`src/rtl/lzw_ram.sv`:
```
// Generic single-write, single-read RAM with registered read data.
module lzw_ram #(
    parameter int WIDTH = 8,
    parameter int DEPTH = 256
) (
    input  logic                     i_clk,
    input  logic                     i_we,
    input  logic [$clog2(DEPTH)-1:0] i_waddr,
    input  logic [WIDTH-1:0]         i_wdata,
    input  logic [$clog2(DEPTH)-1:0] i_raddr,
    output logic [WIDTH-1:0]         o_rdata
);
    logic [WIDTH-1:0] r_mem [DEPTH];
    logic [WIDTH-1:0] r_rdata;

    always_ff @(posedge i_clk) begin
        if (i_we) begin
            r_mem[i_waddr] <= i_wdata;
        end
        r_rdata <= r_mem[i_raddr];
    end

    assign o_rdata = r_rdata;
endmodule

```
`config.mk`:
```
export PLATFORM = sky130hd
export DESIGN_NAME = lzw_ram
export DESIGN_NICKNAME = d
export VERILOG_FILES = /design/src/rtl/lzw_ram.sv
export SDC_FILE = /design/constraint.sdc
export NUM_CORES = 2
export LEC_CHECK = 0
export ABC_AREA = 1
export BUFFER_PORTS_ARGS = -buffer_cell sky130_fd_sc_hd__buf_2
export CAP_MARGIN = 20
export CORE_MARGIN = 2
export CORE_UTILIZATION = 45
export DETAILED_ROUTE_END_ITERATION = 10
export PLACE_DENSITY = 0.58
export SLEW_MARGIN = 40
export SYNTH_ARGS = -nofsm -noshare
export SYNTH_HDL_FRONTEND = slang
export SYNTH_SLANG_ARGS = --single-unit
```
`constraint.sdc`:
```
create_clock -name i_clk -period 2.1 [get_ports i_clk]
set_input_delay 0.21 -clock i_clk [delete_from_list [all_inputs] [get_ports i_clk]]
set_output_delay 0.21 -clock i_clk [all_outputs]
set_load 0.1 [all_outputs]
```
# [Word-level counts from Yosys, hierarchy flattened]
# Memories as Yosys holds them, arrays and structs flattened. A register that Yosys moved wholly into a read port is not among the register bits.
# Cells that the tools add are included.
[word_totals] out_inout_bits=8 mem_count=1 ram_bits=2048 word_cells=3 ff_bits=0 input_bits=26
[classes] muxes=2
[memory_table] name="r_mem" depth=256 word_bits=8 read_ports=1 rd_ports_with_merged_regs=1 write_ports=1 line="13" text="logic [WIDTH-1:0] r_mem [DEPTH];"
[ops] operator="1-bit two-way mux" n=2

# [Logic depth before layout (Yosys ltp)]
[logic_depth] word_depth=2 depth_mapped=15 mapped_depth_nobuf=11

# [Worst setup path before layout]
# No wires, ideal clock.
[synth_path] kind="input to register" startpoint="input port i_we" endpoint="memory r_mem[162][0], enable pin" setup_ns=0.370 cell_stages=4 t_required_ns=1.730 arrival_time_ns=1.331 setup_slack_ns=0.399 n_path_buf=2 path_cell_list="clkbuf_1 nand3_1 clkbuf_1 nor2_1"
[synth_via] elab_chain_cells=2
[synth_rtl] item="start: declaration" line="7" text="input logic i_we,"
[synth_rtl] item="1-bit two-way mux" line="17" text="if (i_we) begin"
[synth_rtl] item="1-bit two-way mux (not written as such)" line="18" text="r_mem[i_waddr] <= i_wdata;"
[synth_rtl] item="end: declaration" line="13"
# Every way passes these cells.

# [Worst setup path in the final report]
[layout_path] startpoint="register r_rdata[3], in the netlist o_rdata[3], read port of r_mem" endpoint="output port o_rdata[3]"
[layout_rtl] item="start: declaration" line="14" text="logic [WIDTH-1:0] r_rdata;"
[layout_rtl] item="end: declaration" line="11" text="output logic [WIDTH-1:0] o_rdata"
# No word-level cell between the ends.

==> flow_metrics.env <==
export IMPL_min_path_type="primary input to flop"
export IMPL_vdd_drop_max_mv=0.7430
export IMPL_synth_area_per_cell_um2=11.91
export IMPL_yosys_area_top_type="edfxtp_1"
export IMPL_grt_setup_unrepaired="false"
export IMPL_max_stage_delay_ns=0.59
export IMPL_io_buffers=33
export IMPL_max_slew_margin_pct=44.84
export IMPL_cts_buffers=208
export IMPL_synthTopCellsByCount="2123 x nand2_1, 2048 x edfxtp_1, 2019 x nand3_1, 283 x nor2_1, 268 x buf_2"
export IMPL_path_buf_inv=1
export IMPL_dp_cells=9698
export IMPL_dr_pass1_iters=7
export IMPL_setup_viol=0
export IMPL_fin_crit_sh_pct=95.81
export IMPL_syn_area_mm2=0.08340
export IMPL_setup_tns_ns=0
export IMPL_critical_path_top_delay_family="flip-flops"
export IMPL_place_congestion=0.8919
export IMPL_cts_root_buf="clkbuf_16"
export IMPL_p_total_mw=88.26
export IMPL_outcome="finished, final reports clean"
export IMPL_yosysWarnings=0
export IMPL_clock_power_share_pct=41.7
export IMPL_synth_seq_area_share_pct=73.94
export IMPL_synth_edf_count=2048
export IMPL_wire_per_inst_um=24.40
export IMPL_cts_sinks=2056
export IMPL_seqPwrFrac_pct=51.3
export IMPL_synth_fa_ha_area_share_pct=0
export IMPL_cp_required_ns=1.89
export IMPL_fmax_ghz=0.4970
export IMPL_drt_total_wl_mm=246.4
export IMPL_tightest_slew_ns=0.8274
export IMPL_drive_above_1_share_pct=13.25
export IMPL_core_area_mm2=0.1848
export IMPL_io_pins=34
export IMPL_final_area_mm2=0.09808
export IMPL_crit_path_cell_trace="buf_4"
export IMPL_r2r_cells=10
export IMPL_ys_top_cells_by_area="edfxtp_1 74%, nand3_1 12%, nand2_1 9.6%, buf_2 1.6%, nor2_1 1.3%"
export IMPL_die_y_um=434.5
export IMPL_clk_latency_ns=0.84
export IMPL_cts_setup_buffers=0
export IMPL_synth_nets=7029
export IMPL_cts_htree_levels=4
export IMPL_grt_overflow_total=0
export IMPL_cp_max_fo=1
export IMPL_crit_cells=1
export IMPL_synth_simple_area_share_pct=22.95
export IMPL_crit_slowest_cell="dfxtp_1"
export IMPL_synth_top_family_by_area="simple AND/OR/NAND/NOR gates"
export IMPL_ys_flop_type="edfxtp_1"
export IMPL_cp_arrival_ns=1.80
export IMPL_grt_pass1_wl_mm=362.6
export IMPL_end_kind="output port"
export IMPL_hold_violations=0
export IMPL_final_antenna_net_count=0
export IMPL_syn2layout_area_growth_pct=17.61
export IMPL_dieWidth_um=434.5
export IMPL_antenna_found_initial=11
export IMPL_synth_seq_cells=2056
export IMPL_grt_pass1_vias=54470
export IMPL_p_switching_mw=20.16
export IMPL_holdPathStages=7
export IMPL_rows=158
export IMPL_combPwrFrac_pct=7.0
export IMPL_hpwl_mm=153.9
export IMPL_report_final_slew_viol_count=0
export IMPL_nFillCells=15640
export IMPL_cts_tree="yes"
export IMPL_synth_cell_types=14
export IMPL_seqCellArea_mm2=0.06166
export IMPL_finalNetCount=7463
export IMPL_vias=56560
export IMPL_worstSetupStartpointType="flop"
export IMPL_synthXorXnorAreaFrac_pct=0
export IMPL_internal_power_mw=68.10
export IMPL_multi_input_area_mm2=0.01916
export IMPL_startpoint="o_rdata[3]"
export IMPL_synthMostInstantiatedCell="nand2_1"
export IMPL_clk_pin_slew_ns=0.06
export IMPL_track_usage_pct=26.02
export IMPL_drc=0
export IMPL_drv_cap=0
export IMPL_whs_ns=0.2079
export IMPL_grt_max_degree=82
export IMPL_cts_max_path_buffers=3
export IMPL_async_flop_share_pct=0
export IMPL_drtIter0Drc=6908
export IMPL_powerDensity_mw_per_mm2=899.9
export IMPL_min_period_ns=2.012
export IMPL_final_cells=10100
export IMPL_worstSetupPathType="flop to output port"
export IMPL_place_area_mm2=0.09126
export IMPL_skew_ns=0.04336
export IMPL_r2r_start="r_mem[121][5]"
export IMPL_p_sw_share_pct=22.84
export IMPL_hp_start="i_waddr[3]"
export IMPL_synthMuxAreaShare_pct=0
export IMPL_synth_top_area_share_pct=73.74
export IMPL_via_per_inst=5.602
export IMPL_dieArea_mm2=0.1888
export IMPL_start_util_pct=45.12
export IMPL_p_leak_nw=35.13
export IMPL_synth_compound_area_share_pct=0
export IMPL_synth_cells=7003
==> path summary, 6_finish.rpt <==
| path | endpoint | slack (ns) |
|---|---|---|
| worst min-delay path | r_mem[197][4] | 0.21 |
| worst max register to register | o_rdata[5] | 0.10 |
| worst min register to register | o_rdata[0] | 0.99 |
| worst max-delay path | o_rdata[3] | 0.09 |
==> cell families (layout without fill, tap and decap cells) <==
kind of cell | Yosys count | count (layout)
simple gates | 4425 | 4425
flops | 2056 | 2056
other cells | 0 | 1
buf+inv | 522 | 1134
==> stage by stage <==
step	utilization, %	setup slack [ns]
after floorplan	-	0.3985
after global placement	49.37	-0.5115
after CTS	53.06	0.01362
final	53.06	0.08790
after detailed placement	49.37	-0.4608
after global routing	53.06	0.03554
==> power groups by stage <==
stage | Clock (mW) | Combinational, mW | Sequential (mW)
6_report | 36.8 | 6.19 | 45.3
4_1_cts | 37.3 | 6.18 | 45.3
3_3_place_gp | 0 | 6.11 | 46.2
3_5_place_dp | 0 | 6.14 | 46.2
2_1_floorplan | 0 | 2.79 | 46.3
5_1_grt | 38.8 | 6.63 | 45.3
==> state kept, by name, indices dropped and copies added, names as in the netlist <==
register  flops
o_rdata       8
r_mem      2048
==> area by class of cell <==
type                       count  share of cell area, %
antenna                        1               0.002551
clock buffer                 256                  5.544
clock inverter               132                  1.296
inverter                      39                 0.1837
multi-input combinational   4425                  19.54
sequential                  2056                  62.87
tap                         2480                  3.164
timing repair buffer         707                  7.407
==> layer usage <==
layer | up-vias | global-route usage [%] | wire length, µm
met1 | 27940 | 36.67 | 103400
met5 | - | 0 | 11
met2 | 2397 | 41.32 | 115500
met4 | 2 | 9.318 | 8930
met3 | 439 | 3.838 | 18540
li1 | 25780 | - | -
==> layout by cell type, fill, tap and decap left out, types with 2 or more instances in the layout <==
cell type         n
nand2_1        2114
edfxtp_1       2048
nand3_1        2018
buf_4           521
nor2_1          283
clkbuf_16       210
buf_12          151
clkinv_1         48
clkbuf_1         45
clkinv_2         40
inv_1            33
bufinv_16        22
buf_2            15
buf_8            11
inv_6            10
nand2_2           9
dlygate4sd3_1     9
dfxtp_1           8
clkinvlp_4        7
inv_8             3
clkinv_8          3
inv_2             2
==> repair_timing <==
action,in CTS,in global routing
hold buffers,9,0
gates cloned,0,0
setup endpoints to repair,5,1
gates resized for setup,5,1
hold endpoints to repair,828,0
Note: power is estimated with default switching activity, not from simulation.
